`config.mk`:
```
export PLATFORM = sky130hd
export DESIGN_NAME = fixed_point_iir_filter_unit_flat
export DESIGN_NICKNAME = d
export VERILOG_FILES = /design/src/rtl/core/fiir_pkg.sv /design/src/rtl/core/fiir_if.sv /design/src/rtl/core/fiir_mul.sv /design/src/rtl/core/fiir_ctrl.sv /design/src/rtl/core/fixed_point_iir_filter_unit.sv /design/src/flat_wrapper.sv
export VERILOG_INCLUDE_DIRS = /design/src /design/src/rtl/core
export SDC_FILE = /design/constraint.sdc
export NUM_CORES = 2
export LEC_CHECK = 0
export ABC_AREA = 1
export BUFFER_PORTS_ARGS = -buffer_cell sky130_fd_sc_hd__clkbuf_2
export CAP_MARGIN = 20
export CORE_MARGIN = 3
export CORE_UTILIZATION = 45
export DETAILED_ROUTE_END_ITERATION = 8
export PLACE_DENSITY = 0.56
export SYNTH_ARGS = -nofsm -noshare
export SYNTH_HDL_FRONTEND = slang
export SYNTH_HIERARCHICAL = 1
export SYNTH_SLANG_ARGS = --single-unit
```
`constraint.sdc`:
```
create_clock -name clock -period 9 [get_ports clock]
set_clock_uncertainty 0.2 [all_clocks]
set_input_delay 1.8 -clock clock [delete_from_list [all_inputs] [get_ports clock]]
set_output_delay 1.8 -clock clock [all_outputs]
set_load 0.005 [all_outputs]
```
`src/rtl/core/assert_macros.svh`:
```
// Assertion macros shared by the filter RTL.
// No dependencies; included by files that carry concurrent checks.
`ifndef ASSERT_MACROS_SVH
`define ASSERT_MACROS_SVH

// Clocked check, disabled while reset is high.
`define ASSERT_CLK(lbl, clk, rst, prop, msg) \
   lbl: assert property (@(posedge clk) disable iff (rst) prop) else $error(msg);

// Clocked check that also holds during reset.
`define ASSERT_ALWAYS(lbl, clk, prop, msg) \
   lbl: assert property (@(posedge clk) prop) else $error(msg);

`endif

```
`src/rtl/core/fiir_pkg.sv`:
```
// Shared constants, register codes, sequencer states and control struct
// for the fixed point IIR filter. No dependencies.
`timescale 1ns / 1ps

package fiir_pkg;

   // Filter geometry; SCALE must be a power of two
   localparam int TAPS        = 2;
   localparam int HIST        = TAPS - 1;
   localparam int TAP_W       = $clog2(TAPS);
   localparam int SCALE       = 65536;
   localparam int SCALE_SHIFT = $clog2(SCALE);

   // Field widths
   localparam int SAMPLE_W    = 32;
   localparam int NUM_COEF_W  = 16;
   localparam int FB_COEF_W   = 19;
   localparam int GAIN_W      = 17;
   localparam int CSR_INDEX_W = 3;
   localparam int CSR_DATA_W  = 19;
   localparam int HALF_W      = 16;

   // Shared multiplier and accumulator widths
   localparam int MUL_A_W     = 33;
   localparam int MUL_B_W     = 19;
   localparam int PROD_W      = MUL_A_W + MUL_B_W;
   localparam int ACC_W       = 64;

   // Register indexes
   localparam logic [CSR_INDEX_W-1:0] REG_NUM_COEF_0 = 3'd0;
   localparam logic [CSR_INDEX_W-1:0] REG_NUM_COEF_1 = 3'd1;
   localparam logic [CSR_INDEX_W-1:0] REG_NUM_COEF_2 = 3'd2;
   localparam logic [CSR_INDEX_W-1:0] REG_FB_COEF_1  = 3'd3;
   localparam logic [CSR_INDEX_W-1:0] REG_FB_COEF_2  = 3'd4;
   localparam logic [CSR_INDEX_W-1:0] REG_NUM_GAIN   = 3'd5;

   // Register reset values
   localparam logic signed [NUM_COEF_W-1:0] RST_NUM_COEF_0 = 16'sd1;
   localparam logic signed [NUM_COEF_W-1:0] RST_NUM_COEF_1 = 16'sd1;
   localparam logic signed [NUM_COEF_W-1:0] RST_NUM_COEF_2 = 16'sd0;
   localparam logic signed [FB_COEF_W-1:0]  RST_FB_COEF_1  = -19'sd65330;
   localparam logic signed [FB_COEF_W-1:0]  RST_FB_COEF_2  = 19'sd0;
   localparam logic [GAIN_W-1:0]            RST_NUM_GAIN   = 17'd102;

   typedef enum logic [3:0] {
      S_IDLE,
      S_COEF,
      S_LO,
      S_HI,
      S_NACC,
      S_NDIV,
      S_DMUL,
      S_DDIV,
      S_DONE
   } state_type;

   typedef enum logic [1:0] {
      MUL_COEF,
      MUL_LO,
      MUL_HI,
      MUL_FB
   } mul_sel_type;

   typedef struct packed {
      logic [TAP_W-1:0] tap;
      mul_sel_type      mul_sel;
      logic             coef_load;
      logic             acc_load;
      logic             acc_add;
      logic             num_term;
      logic             fb_term;
      logic             done;
      logic             idle;
   } ctrl_type;

endpackage

```
`src/rtl/core/fiir_if.sv`:
```
// Request, response and register write channels of the filter.
// Depends on fiir_pkg for field widths.
`timescale 1ns / 1ps

interface fiir_req_if import fiir_pkg::*; ();
   logic                       valid;
   logic                       ready;
   logic                       mode;
   logic signed [SAMPLE_W-1:0] sample;

   modport source (output valid, mode, sample, input ready);
   modport sink   (input valid, mode, sample, output ready);
endinterface

interface fiir_rsp_if import fiir_pkg::*; ();
   logic                       valid;
   logic                       ready;
   logic signed [SAMPLE_W-1:0] filtered;

   modport source (output valid, filtered, input ready);
   modport sink   (input valid, filtered, output ready);
endinterface

interface fiir_csr_if import fiir_pkg::*; ();
   logic                   valid;
   logic                   ready;
   logic [CSR_INDEX_W-1:0] index;
   logic [CSR_DATA_W-1:0]  data;

   modport source (output valid, index, data, input ready);
   modport sink   (input valid, index, data, output ready);
endinterface

```
`src/rtl/core/fiir_mul.sv`:
```
// Shared signed multiplier with a registered product.
// Depends on fiir_pkg for operand widths.
`timescale 1ns / 1ps

module fiir_mul import fiir_pkg::*; (
   input  logic                      clock,
   input  logic signed [MUL_A_W-1:0] op_a,
   input  logic signed [MUL_B_W-1:0] op_b,
   output logic signed [PROD_W-1:0]  prod_ff
);

   logic signed [PROD_W-1:0] prod_in;

   // Form the full product
   assign prod_in = PROD_W'(op_a) * PROD_W'(op_b);

   // Register it for the next step
   always_ff @(posedge clock) begin
      prod_ff <= prod_in;
   end

endmodule

```
`src/rtl/core/fiir_ctrl.sv`:
```
// Step sequencer of the filter: walks the taps through the shared multiplier.
// Depends on fiir_pkg for states and the control struct.
`timescale 1ns / 1ps

module fiir_ctrl import fiir_pkg::*; (
   input  logic     clock,
   input  logic     reset,
   input  logic     start,
   input  logic     preload,
   input  logic     out_free,
   output ctrl_type ctrl
);

   state_type        state_ff, state_in;
   logic [TAP_W-1:0] tap_ff, tap_in;
   logic             last_tap;

   assign last_tap = (tap_ff == TAP_W'(TAPS - 1));

   // Next state and tap counter
   always_comb begin
      state_in = state_ff;
      tap_in   = tap_ff;
      unique case (state_ff)
         S_IDLE: begin
            if (start) begin
               tap_in   = '0;
               state_in = preload ? S_DONE : S_COEF;
            end
         end
         S_COEF: state_in = S_LO;
         S_LO:   state_in = S_HI;
         S_HI:   state_in = S_NACC;
         S_NACC: state_in = S_NDIV;
         S_NDIV: begin
            if (last_tap) begin
               tap_in   = TAP_W'(1);
               state_in = S_DMUL;
            end else begin
               tap_in   = tap_ff + TAP_W'(1);
               state_in = S_COEF;
            end
         end
         S_DMUL: state_in = S_DDIV;
         S_DDIV: begin
            if (last_tap) begin
               tap_in   = '0;
               state_in = S_DONE;
            end else begin
               tap_in   = tap_ff + TAP_W'(1);
               state_in = S_DMUL;
            end
         end
         S_DONE: begin
            if (out_free) state_in = S_IDLE;
         end
         default: state_in = S_IDLE;
      endcase
   end

   // Control outputs per step
   always_comb begin
      ctrl           = '0;
      ctrl.tap       = tap_ff;
      ctrl.mul_sel   = MUL_COEF;
      unique case (state_ff)
         S_IDLE: ctrl.idle = 1'b1;
         S_COEF: ctrl.mul_sel = MUL_COEF;
         S_LO: begin
            ctrl.mul_sel   = MUL_LO;
            ctrl.coef_load = 1'b1;
         end
         S_HI: begin
            ctrl.mul_sel  = MUL_HI;
            ctrl.acc_load = 1'b1;
         end
         S_NACC: ctrl.acc_add = 1'b1;
         S_NDIV: ctrl.num_term = 1'b1;
         S_DMUL: ctrl.mul_sel = MUL_FB;
         S_DDIV: ctrl.fb_term = 1'b1;
         S_DONE: ctrl.done = 1'b1;
         default: ctrl.idle = 1'b0;
      endcase
   end

   always_ff @(posedge clock) begin
      if (reset) begin
         state_ff <= S_IDLE;
         tap_ff   <= '0;
      end else begin
         state_ff <= state_in;
         tap_ff   <= tap_in;
      end
   end

endmodule

```
`src/rtl/core/fixed_point_iir_filter_unit.sv`:
```
// Top level of the fixed point direct form I IIR filter.
// Depends on fiir_pkg, fiir_if, fiir_mul, fiir_ctrl and assert_macros.svh.
`timescale 1ns / 1ps

// One request at a time. A preload request goes from acceptance straight to
// the finish step that loads the result. The steps of a filter request are
// set by the single 33x19 multiplier: each feed-forward tap takes five steps
// (the coefficient-gain product, two half-sample products, an accumulate and
// a truncating divide step), each feedback tap two (one product and a divide
// step), and one finish step loads the result. A new request is taken once
// the result has been loaded into the output register, which holds it while
// the sink stalls. SCALE must be a power of two; the divide by SCALE
// truncates toward zero. Register writes are taken every cycle.
`include "assert_macros.svh"

module fixed_point_iir_filter_unit import fiir_pkg::*; (
   input logic         clock,
   input logic         reset,
   fiir_req_if.sink    req_ch,
   fiir_rsp_if.source  rsp_ch,
   fiir_csr_if.sink    csr_ch
);

   ctrl_type                    ctrl;
   logic                        accept;
   logic                        out_free;

   logic signed [NUM_COEF_W-1:0] num_coef_0_ff, num_coef_1_ff, num_coef_2_ff;
   logic signed [FB_COEF_W-1:0]  fb_coef_1_ff, fb_coef_2_ff;
   logic [GAIN_W-1:0]            num_gain_ff;

   logic                         mode_ff;
   logic signed [SAMPLE_W-1:0]   sample_ff;
   logic signed [SAMPLE_W-1:0]   x_hist_ff [HIST];
   logic signed [SAMPLE_W-1:0]   y_hist_ff [HIST];

   logic signed [NUM_COEF_W-1:0] b_sel;
   logic signed [FB_COEF_W-1:0]  fb_sel;
   logic signed [SAMPLE_W-1:0]   x_sel, y_sel;

   logic signed [MUL_A_W-1:0]    op_a;
   logic signed [MUL_B_W-1:0]    op_b;
   logic signed [PROD_W-1:0]     prod_ff;
   logic signed [ACC_W-1:0]      prod_ext;

   logic signed [MUL_A_W-1:0]    coef_ff;
   logic signed [ACC_W-1:0]      acc_ff, acc_in;
   logic signed [ACC_W-1:0]      div_src, div_bias, div_biased, div_quot;
   logic signed [SAMPLE_W-1:0]   sum_ff, sum_in;

   logic                         rsp_valid_ff;
   logic signed [SAMPLE_W-1:0]   rsp_data_ff;

   assign accept   = req_ch.valid && req_ch.ready;
   assign out_free = !rsp_valid_ff || rsp_ch.ready;

   assign req_ch.ready    = ctrl.idle;
   assign rsp_ch.valid    = rsp_valid_ff;
   assign rsp_ch.filtered = rsp_data_ff;
   assign csr_ch.ready    = 1'b1;

   fiir_ctrl u_ctrl (
      .clock    (clock),
      .reset    (reset),
      .start    (accept),
      .preload  (req_ch.mode),
      .out_free (out_free),
      .ctrl     (ctrl)
   );

   // Register writes; unknown indexes drop
   always_ff @(posedge clock) begin
      if (reset) begin
         num_coef_0_ff <= RST_NUM_COEF_0;
         num_coef_1_ff <= RST_NUM_COEF_1;
         num_coef_2_ff <= RST_NUM_COEF_2;
         fb_coef_1_ff  <= RST_FB_COEF_1;
         fb_coef_2_ff  <= RST_FB_COEF_2;
         num_gain_ff   <= RST_NUM_GAIN;
      end else if (csr_ch.valid && csr_ch.ready) begin
         unique case (csr_ch.index)
            REG_NUM_COEF_0: num_coef_0_ff <= csr_ch.data[NUM_COEF_W-1:0];
            REG_NUM_COEF_1: num_coef_1_ff <= csr_ch.data[NUM_COEF_W-1:0];
            REG_NUM_COEF_2: num_coef_2_ff <= csr_ch.data[NUM_COEF_W-1:0];
            REG_FB_COEF_1:  fb_coef_1_ff  <= csr_ch.data[FB_COEF_W-1:0];
            REG_FB_COEF_2:  fb_coef_2_ff  <= csr_ch.data[FB_COEF_W-1:0];
            REG_NUM_GAIN:   num_gain_ff   <= csr_ch.data[GAIN_W-1:0];
            default: ;
         endcase
      end
   end

   // Pick coefficients and history words for the current tap
   always_comb begin
      b_sel  = num_coef_0_ff;
      fb_sel = fb_coef_1_ff;
      x_sel  = sample_ff;
      y_sel  = y_hist_ff[0];
      if (int'(ctrl.tap) == 1) b_sel = num_coef_1_ff;
      if (int'(ctrl.tap) == 2) begin
         b_sel  = num_coef_2_ff;
         fb_sel = fb_coef_2_ff;
      end
      for (int k = 0; k < HIST; k++) begin
         if (int'(ctrl.tap) == k + 1) begin
            x_sel = x_hist_ff[k];
            y_sel = y_hist_ff[k];
         end
      end
   end

   // Multiplier operands per step
   always_comb begin
      unique case (ctrl.mul_sel)
         MUL_COEF: begin
            op_a = {{(MUL_A_W - GAIN_W){1'b0}}, num_gain_ff};
            op_b = {{(MUL_B_W - NUM_COEF_W){b_sel[NUM_COEF_W-1]}}, b_sel};
         end
         MUL_LO: begin
            op_a = prod_ff[MUL_A_W-1:0];
            op_b = {{(MUL_B_W - HALF_W){1'b0}}, x_sel[HALF_W-1:0]};
         end
         MUL_HI: begin
            op_a = coef_ff;
            op_b = {{(MUL_B_W - HALF_W){x_sel[SAMPLE_W-1]}}, x_sel[SAMPLE_W-1:HALF_W]};
         end
         MUL_FB: begin
            op_a = {{(MUL_A_W - SAMPLE_W){y_sel[SAMPLE_W-1]}}, y_sel};
            op_b = fb_sel;
         end
         default: begin
            op_a = '0;
            op_b = '0;
         end
      endcase
   end

   fiir_mul u_mul (
      .clock   (clock),
      .op_a    (op_a),
      .op_b    (op_b),
      .prod_ff (prod_ff)
   );

   assign prod_ext = {{(ACC_W - PROD_W){prod_ff[PROD_W-1]}}, prod_ff};

   // Accumulate the two half-sample products
   always_comb begin
      acc_in = acc_ff;
      if (ctrl.acc_load) acc_in = prod_ext;
      if (ctrl.acc_add)  acc_in = acc_ff + {prod_ext[ACC_W-HALF_W-1:0], {HALF_W{1'b0}}};
   end

   // Divide by SCALE, truncating toward zero
   assign div_src    = ctrl.num_term ? acc_ff : prod_ext;
   assign div_bias   = div_src[ACC_W-1] ? ACC_W'(SCALE - 1) : '0;
   assign div_biased = div_src + div_bias;
   assign div_quot   = div_biased >>> SCALE_SHIFT;

   // Running sum, wrapping at 32 bits
   always_comb begin
      sum_in = sum_ff;
      if (accept)        sum_in = req_ch.mode ? req_ch.sample : '0;
      if (ctrl.num_term) sum_in = sum_ff + div_quot[SAMPLE_W-1:0];
      if (ctrl.fb_term)  sum_in = sum_ff - div_quot[SAMPLE_W-1:0];
   end

   // Datapath registers
   always_ff @(posedge clock) begin
      if (accept) begin
         mode_ff   <= req_ch.mode;
         sample_ff <= req_ch.sample;
      end
      if (ctrl.coef_load) coef_ff <= prod_ff[MUL_A_W-1:0];
      acc_ff <= acc_in;
      sum_ff <= sum_in;
   end

   // Update histories as the result leaves
   always_ff @(posedge clock) begin
      if (reset) begin
         for (int k = 0; k < HIST; k++) begin
            x_hist_ff[k] <= '0;
            y_hist_ff[k] <= '0;
         end
      end else if (ctrl.done && out_free) begin
         for (int k = 0; k < HIST; k++) begin
            if (mode_ff) begin
               x_hist_ff[k] <= sample_ff;
               y_hist_ff[k] <= sample_ff;
            end else if (k == 0) begin
               x_hist_ff[k] <= sample_ff;
               y_hist_ff[k] <= sum_ff;
            end else begin
               x_hist_ff[k] <= x_hist_ff[k-1];
               y_hist_ff[k] <= y_hist_ff[k-1];
            end
         end
      end
   end

   // Output register: load on finish, drop when taken
   always_ff @(posedge clock) begin
      if (reset) begin
         rsp_valid_ff <= 1'b0;
      end else if (ctrl.done && out_free) begin
         rsp_valid_ff <= 1'b1;
      end else if (rsp_ch.ready) begin
         rsp_valid_ff <= 1'b0;
      end
   end

   always_ff @(posedge clock) begin
      if (ctrl.done && out_free) rsp_data_ff <= sum_ff;
   end

   // Checks
   `ASSERT_CLK(a_tap_range, clock, reset, int'(ctrl.tap) <= TAPS - 1, "tap counter out of range")
   `ASSERT_CLK(a_preload_path, clock, reset, (accept && req_ch.mode) |=> ctrl.done, "preload did not finish directly")
   `ASSERT_CLK(a_rsp_from_done, clock, reset, $rose(rsp_ch.valid) |-> $past(ctrl.done), "result loaded outside finish step")

endmodule
```
`src/flat_wrapper.sv`:
```
// flat-port wrapper written by rule: the top's interface ports become plain ports
module fixed_point_iir_filter_unit_flat import fiir_pkg::*;
  (clock, reset, req_ch_valid, req_ch_mode, req_ch_sample, req_ch_ready, rsp_ch_valid, rsp_ch_filtered, rsp_ch_ready, csr_ch_valid, csr_ch_index, csr_ch_data, csr_ch_ready);
  fiir_req_if req_ch_i ();
  fiir_rsp_if rsp_ch_i ();
  fiir_csr_if csr_ch_i ();
  input logic clock;
  input logic reset;
  input wire logic [$bits(req_ch_i.valid)-1:0] req_ch_valid;
  input wire logic [$bits(req_ch_i.mode)-1:0] req_ch_mode;
  input wire logic [$bits(req_ch_i.sample)-1:0] req_ch_sample;
  output wire logic [$bits(req_ch_i.ready)-1:0] req_ch_ready;
  output wire logic [$bits(rsp_ch_i.valid)-1:0] rsp_ch_valid;
  output wire logic [$bits(rsp_ch_i.filtered)-1:0] rsp_ch_filtered;
  input wire logic [$bits(rsp_ch_i.ready)-1:0] rsp_ch_ready;
  input wire logic [$bits(csr_ch_i.valid)-1:0] csr_ch_valid;
  input wire logic [$bits(csr_ch_i.index)-1:0] csr_ch_index;
  input wire logic [$bits(csr_ch_i.data)-1:0] csr_ch_data;
  output wire logic [$bits(csr_ch_i.ready)-1:0] csr_ch_ready;
  assign req_ch_i.valid = req_ch_valid;
  assign req_ch_i.mode = req_ch_mode;
  assign req_ch_i.sample = req_ch_sample;
  assign req_ch_ready = req_ch_i.ready;
  assign rsp_ch_valid = rsp_ch_i.valid;
  assign rsp_ch_filtered = rsp_ch_i.filtered;
  assign rsp_ch_i.ready = rsp_ch_ready;
  assign csr_ch_i.valid = csr_ch_valid;
  assign csr_ch_i.index = csr_ch_index;
  assign csr_ch_i.data = csr_ch_data;
  assign csr_ch_ready = csr_ch_i.ready;
  fixed_point_iir_filter_unit u_core (.clock(clock), .reset(reset), .req_ch(req_ch_i), .rsp_ch(rsp_ch_i), .csr_ch(csr_ch_i));
endmodule
```
**Word-level counts from Yosys, hierarchy flattened**

Memories as Yosys holds them, arrays and structs flattened.
Index checks and enable logic that the tools add are counted.

- Output and inout bits: 35
- Memory bits (read-only): 0
- Memories: 2
- Latch bits: 0
- Flip-flop bits (word level): 320
- RAM bits: 64
- Input port bits: 60

- Equal/unequal tests: 16
- Mux-type cells: 50
- Shifts and indexed selects: 0
- Reductions and logical operators: 21
- Add/subtract/negate cells: 5
- Bitwise gates (word level): 0
- $mul: 1
- $lt $le $gt $ge: 0
- Div/mod/pow operators: 0

Memories:

| name | depth | bits a word | rd ports | clocked after memory_dff | wr ports | line | text |
|---|---|---|---|---|---|---|---|
| u_core.x_hist_ff | 1 | 32 | 1 | 0 | 1 | fixed_point_iir_filter_unit.sv:34 | `logic signed [SAMPLE_W-1:0] x_hist_ff [HIST];` |
| u_core.y_hist_ff | 1 | 32 | 1 | 0 | 1 | fixed_point_iir_filter_unit.sv:35 | `logic signed [SAMPLE_W-1:0] y_hist_ff [HIST];` |

Operators with widths:

| kind | count |
|---|---|
| $mux 32 | 9 |
| $mux 64 | 3 |
| $pmux 33 s4 | 1 |
| $reduce_or 32->1 | 4 |
| $pmux 19 s4 | 1 |
| $add 64x64->64 | 1 |
| $mul 33x19->52 | 1 |
| $add 48x48->48 | 1 |
| $pmux 4 s9 | 1 |
| $add 32x32->32 | 1 |
| $mux 16 | 2 |
| $sub 32x32->32 | 1 |
| $mux 1 | 26 |
| $eq 4x3->1 const B | 4 |
| $mux 4 | 4 |
| $reduce_and 2->1 | 6 |
| $eq 4x2->1 const B | 2 |
| $pmux 2 s3 | 1 |
| $reduce_bool 3->1 | 2 |
| $eq 2x2->1 const B | 2 |
| $eq 4x1->1 const B | 1 |
| $eq 4x4->1 const B | 1 |
| $logic_not 4->1 | 1 |
| $ne 2x1->1 const B | 2 |
| 13 further kinds | 15 |

**Logic depth before layout (Yosys ltp)**

- Word-level depth: 9
- Depth in mapped cells: 43

**Cells and area by module**

Netlist, hierarchy kept.

Modules (own cells, without submodules):

| module | times used | cells an instance | sequential area each (um^2) | area an instance (um^2) |
|---|---|---|---|---|
| fiir_mul | 1 | 3279 | 1041.0 | 24848.8 |
| fixed_point_iir_filter_unit | 1 | 3175 | 9128.8 | 23173.5 |
| fiir_ctrl | 1 | 69 | 100.1 | 381.6 |

**Least setup slack after synthesis**

Ideal clock, no wire load.

- Kind: register to register
- From: reg u_core.u_ctrl.state_ff[2]
- To: reg u_core.u_mul.prod_ff[46]
- Cell stages (with the launch flop): 32
- Data required time: 8.687 ns
- Clock period less this slack: 7.809 ns
- Arrival: 7.496 ns
- Setup time: 0.113 ns
- Buffers on the path: 4
- Path slack: 1.191 ns
- Path through: dfxtp_1 > inv_2 > nor2_2 > nand3_1 > nand2_1 > nor2_1 > inv_1 > clkbuf_1 > clkbuf_1 > o211ai_1 > clkbuf_1 > clkbuf_1 > nand2_1 > inv_1 > fa_1 > inv_1 > fa_1 > fa_1 > inv_1 > fa_1 > fa_1 > fa_1 > ha_1 > ha_1 > nand2_1 > inv_2 > a21oi_1 > o21bai_1 > a21oi_1 > nand3_1 > nand2_1 > nand2_1

RTL lines:

| item | line | text |
|---|---|---|
| start: declaration | fiir_ctrl.sv:14 | `state_type state_ff, state_in;` |
| start signal: assignment | fiir_ctrl.sv:91 | `state_ff <= state_in;` |
| end signal: assignment | fiir_mul.sv:19 | `prod_ff <= prod_in;` |
| end: declaration | fiir_mul.sv:9 | `output logic signed [PROD_W-1:0] prod_ff` |

==> parameters.txt <==
Parameter                              Value

Timing
  Final critical path time including I/O delays and setup    about 8400 ps
  Count of final max-slew check failures    0
  Slew margin rel.    28.90%
  Post-route worst setup slack    a little under 600 ps
  Final setup viols    0
  Share of the clock period used by the worst path    between 90% and 100%
  Total Neg Setup Slack    0 ps
  RSZ-0062 raised after global routing    no
  Worst slew pin tran    between 1000 and 1500 ps
  Final hold viol count    0
  Achievable Freq    ~120 MHz

Pwr
  Pwr dens    ~380 nW/µm²
  Total power draw    approximately 20 mW
  VDD IR-drop max    0.0004592 V
  Leak pwr    28.06 nW

Clock tree
  Clock sink count    about 380
  Clk_lat worst skew    around 640 ps
  Clk Tree Root Cell    sky130_fd_sc_hd__clkbuf_16
  Post-CTS Setup Inserts    0
  TritonCTS clock tree    built
  Longest Clk Path Bufs    3
  Clock H-tree levels    2
  Clk slew on worst S/H paths    approximately 60 ps
  CTS buffer count    47

Critical path
  Worst Path Arrival    between 8000 and 9000 ps
  Setup slack on the worst flop-to-flop path    about 580 ps
  Crit path required time    slightly above 9000 ps
  Crit Path Category    register to register
  CP Capture Type    register
  Critical path's top delay family    adder cells
  Combined buffer and inverter count along the critical path    6
  Max FO, Critical Path    47
  Launching element type of the critical path    register
  Critical path's largest stage delay    about 750 ps
  Critical path's slowest cell    sky130_fd_sc_hd__fa_1

Route
  Number of design-rule violations left by the first detailed-router iteration    ~4,000
  Routed vias    about 42,000
  DR WL/cell    between 20 and 25 µm
  Detailed-route wire length    roughly 170,000 µm
  Remaining antenna violation count    0
  Post-detailed-route DRC marker count    0
  Via density    roughly 5.3
  Total iterations of the first detailed-routing run    6

Global route
  Number of global-route vias before repair    roughly 41,000
  Remaining global-route overflow    0
  Antenna violations before repair    1
  Pin count of the biggest net entering global routing    70
  Total Routing Usage GR    between 30% and 40%
  Wire length of the first global-routing pass    about 260,000 µm

Synthesis
  Cell type with the highest aggregate area in the netlist    sky130_fd_sc_hd__fa_1
  Share of the synthesized area in the top cell type    25.23%
  Fraction of the yosys area taken by sequential cells    21.22%
  Cell area after synthesis    roughly 48,000 µm²
  Post-synth net total    between 7,000 and 8,000
  Cell count after synthesis    between 6,000 and 7,000
  Cells taking the most area after synthesis    sky130_fd_sc_hd__fa_1 (25%), sky130_fd_sc_hd__edfxtp_1 (16%), sky130_fd_sc_hd__nand2_1 (13%)
  Mapped Avg Cell Area    roughly 7.4 µm²
  Synthesis-stage register bit count    roughly 380
  Number of distinct standard cells referenced by the synthesized netlist    57
  Number of enable flip-flop cells after synthesis    about 260
  Total of warnings raised by yosys    6
  Most used DFF post-synth    sky130_fd_sc_hd__edfxtp_1
  Share of flip-flops with an asynchronous set or reset    0%

Layout
  Total of fill cells in the finished design    about 11,000
  Final Core Density    approximately half
  Share of final-layout standard cells stronger than drive strength 1    7.319%
  Non-Filler Instances    approximately 7,900
  Layout Area Growth over Synthesis    8.551%
  Highest-count cells in the layout ignoring fill and taps    sky130_fd_sc_hd__nand2_1 (1,713), sky130_fd_sc_hd__inv_1 (1,477), sky130_fd_sc_hd__fa_1 (610)
  Antenna fix cells    0
  Most common library cell in the layout ignoring fill and taps    sky130_fd_sc_hd__nand2_1
  Number of nets in the final layout    approximately 7,500

Place
  Placed cells    roughly 8,000
  Count of input and output buffers    93
  Pre-CTS setup slack    between 400 and 500 ps
  Dpl hpwl    between 100,000 and 150,000 µm
  RD Place Congestion    roughly 0.96

Die
  Row count    between 100 and 150
  Die extent in x    roughly 330 µm
  Starting Density    between 40% and 50%
  Core region area    around 110,000 µm²
  Number of primary I/O pins    95
  Y dimension of the die    approximately 330 µm
  Die ar.    about 110,000 µm²

Worst hold path
  Worst hold path type    register to register

Flow run
  Number of max-cap violations    0

Run status
  Result of the run    finished clean
[path summary, 6_finish.rpt]
check	from	to	cells after the start
max	u_core/u_ctrl/state_ff[1]$_SDFFE_PP0P_	u_core/u_mul/prod_ff[50]$_DFF_P_	29
max reg2reg	u_core/u_ctrl/state_ff[1]$_SDFFE_PP0P_	u_core/u_mul/prod_ff[50]$_DFF_P_	29
min reg2reg	u_core/fb_coef_1_ff[6]$_SDFFE_PP1P_	u_core/fb_coef_1_ff[6]$_SDFFE_PP1P_	2
min	u_core/fb_coef_1_ff[6]$_SDFFE_PP1P_	u_core/fb_coef_1_ff[6]$_SDFFE_PP1P_	2
[kinds of logic after synthesis]
| logic type | count (synthesis) | synth area share [%] |
|---|---|---|
| xor gates and xnor gates | 89 | 1.610 |
| and+or+nand+nor | 2647 | 22.36 |
| DFF | 384 | 21.22 |
| adders and majority gates | 876 | 32.10 |
| other | 1 | 0.007747 |
| AOI/OAI and AO/OA | 755 | 8.835 |
| buffers and inverters | 1771 | 13.87 |
[repair_timing]
item / 4_1_cts / 5_1_grt
hold buffers: 0 / 0
setup endpoints to repair: 0 / 2
gates resized for setup: 0 / 1
[worst min-delay path: stages (launching register included)]
cell and delay (ps):
sky130_fd_sc_hd__dfxtp_1 330, sky130_fd_sc_hd__nand2_1 50, sky130_fd_sc_hd__nand3_1 50
[power breakdown]
part	internal, mW	switching [mW]	total [mW]
Combinational	4.97	10.3	15.3
Sequential	2.42	0.413	2.83
Clock	1.21	0.879	2.09
Total	8.60	11.6	20.2
[metal layers]
metal	wire length, µm	global-route usage [%]
met2	73280	46.72
met3	12650	4.039
met4	3454	5.845
met1	77850	45.58
met5	0	0
[synthesized netlist by cell type (22+ instances only)]
| cell | instances |
|---|---|
| sky130_fd_sc_hd__o2111ai_1 | 33 |
| sky130_fd_sc_hd__nand2_1 | 1715 |
| sky130_fd_sc_hd__nand4_1 | 36 |
| sky130_fd_sc_hd__a21oi_1 | 262 |
| sky130_fd_sc_hd__o21bai_1 | 26 |
| sky130_fd_sc_hd__inv_2 | 32 |
| sky130_fd_sc_hd__a21o_1 | 25 |
| sky130_fd_sc_hd__inv_1 | 1481 |
| sky130_fd_sc_hd__edfxtp_1 | 258 |
| sky130_fd_sc_hd__nor3_1 | 29 |
| sky130_fd_sc_hd__nor2_1 | 522 |
| sky130_fd_sc_hd__o22ai_1 | 34 |
| sky130_fd_sc_hd__fa_1 | 610 |
| sky130_fd_sc_hd__nor2_2 | 30 |
| sky130_fd_sc_hd__xor2_1 | 61 |
| sky130_fd_sc_hd__o21ai_0 | 284 |
| sky130_fd_sc_hd__nand2_2 | 27 |
| sky130_fd_sc_hd__nand3_1 | 203 |
| sky130_fd_sc_hd__clkbuf_1 | 213 |
| sky130_fd_sc_hd__dfxtp_1 | 126 |
| sky130_fd_sc_hd__ha_1 | 266 |
| sky130_fd_sc_hd__buf_1 | 22 |
| sky130_fd_sc_hd__xnor2_1 | 28 |
[final cells by class]
cell class | instances | area [µm²] | area share, %
clock buffer | 52 | 1237 | 2.355
multi-input combinational | 4368 | 31720 | 60.38
sequential | 384 | 10270 | 19.55
timing repair buffer | 202 | 1436 | 2.734
clock inverter | 34 | 437.9 | 0.8335
inverter | 1518 | 5698 | 10.84
tap | 1391 | 1740 | 3.312
[state kept, by name (all words and copies together) (netlist names)]
signal	cells
u_core/mode_ff	1
u_core/u_ctrl/state_ff	4
u_core/sum_ff	32
u_core/coef_ff	33
u_core/acc_ff	64
u_core/y_hist_ff	32
u_core/num_coef_0_ff	16
u_core/rsp_ch.valid	1
u_core/u_ctrl/last_tap	1
u_core/num_coef_1_ff	16
u_core/sample_ff	32
u_core/fb_coef_1_ff	19
u_core/rsp_ch.filtered	32
u_core/u_mul/prod_ff	52
u_core/x_hist_ff	32
u_core/num_gain_ff	17
[per-stage QoR]
step / cell area (µm²) / hold slack (ps)
global route: 52540 / 290.0
global placement: 50780 / 243.5
finish: 52540 / 265.7
CTS: 52480 / 266.3
detailed placement: 50810 / 249.8
floorplan: 48400 / 229.2
Power figures use the tool's default switching activity.
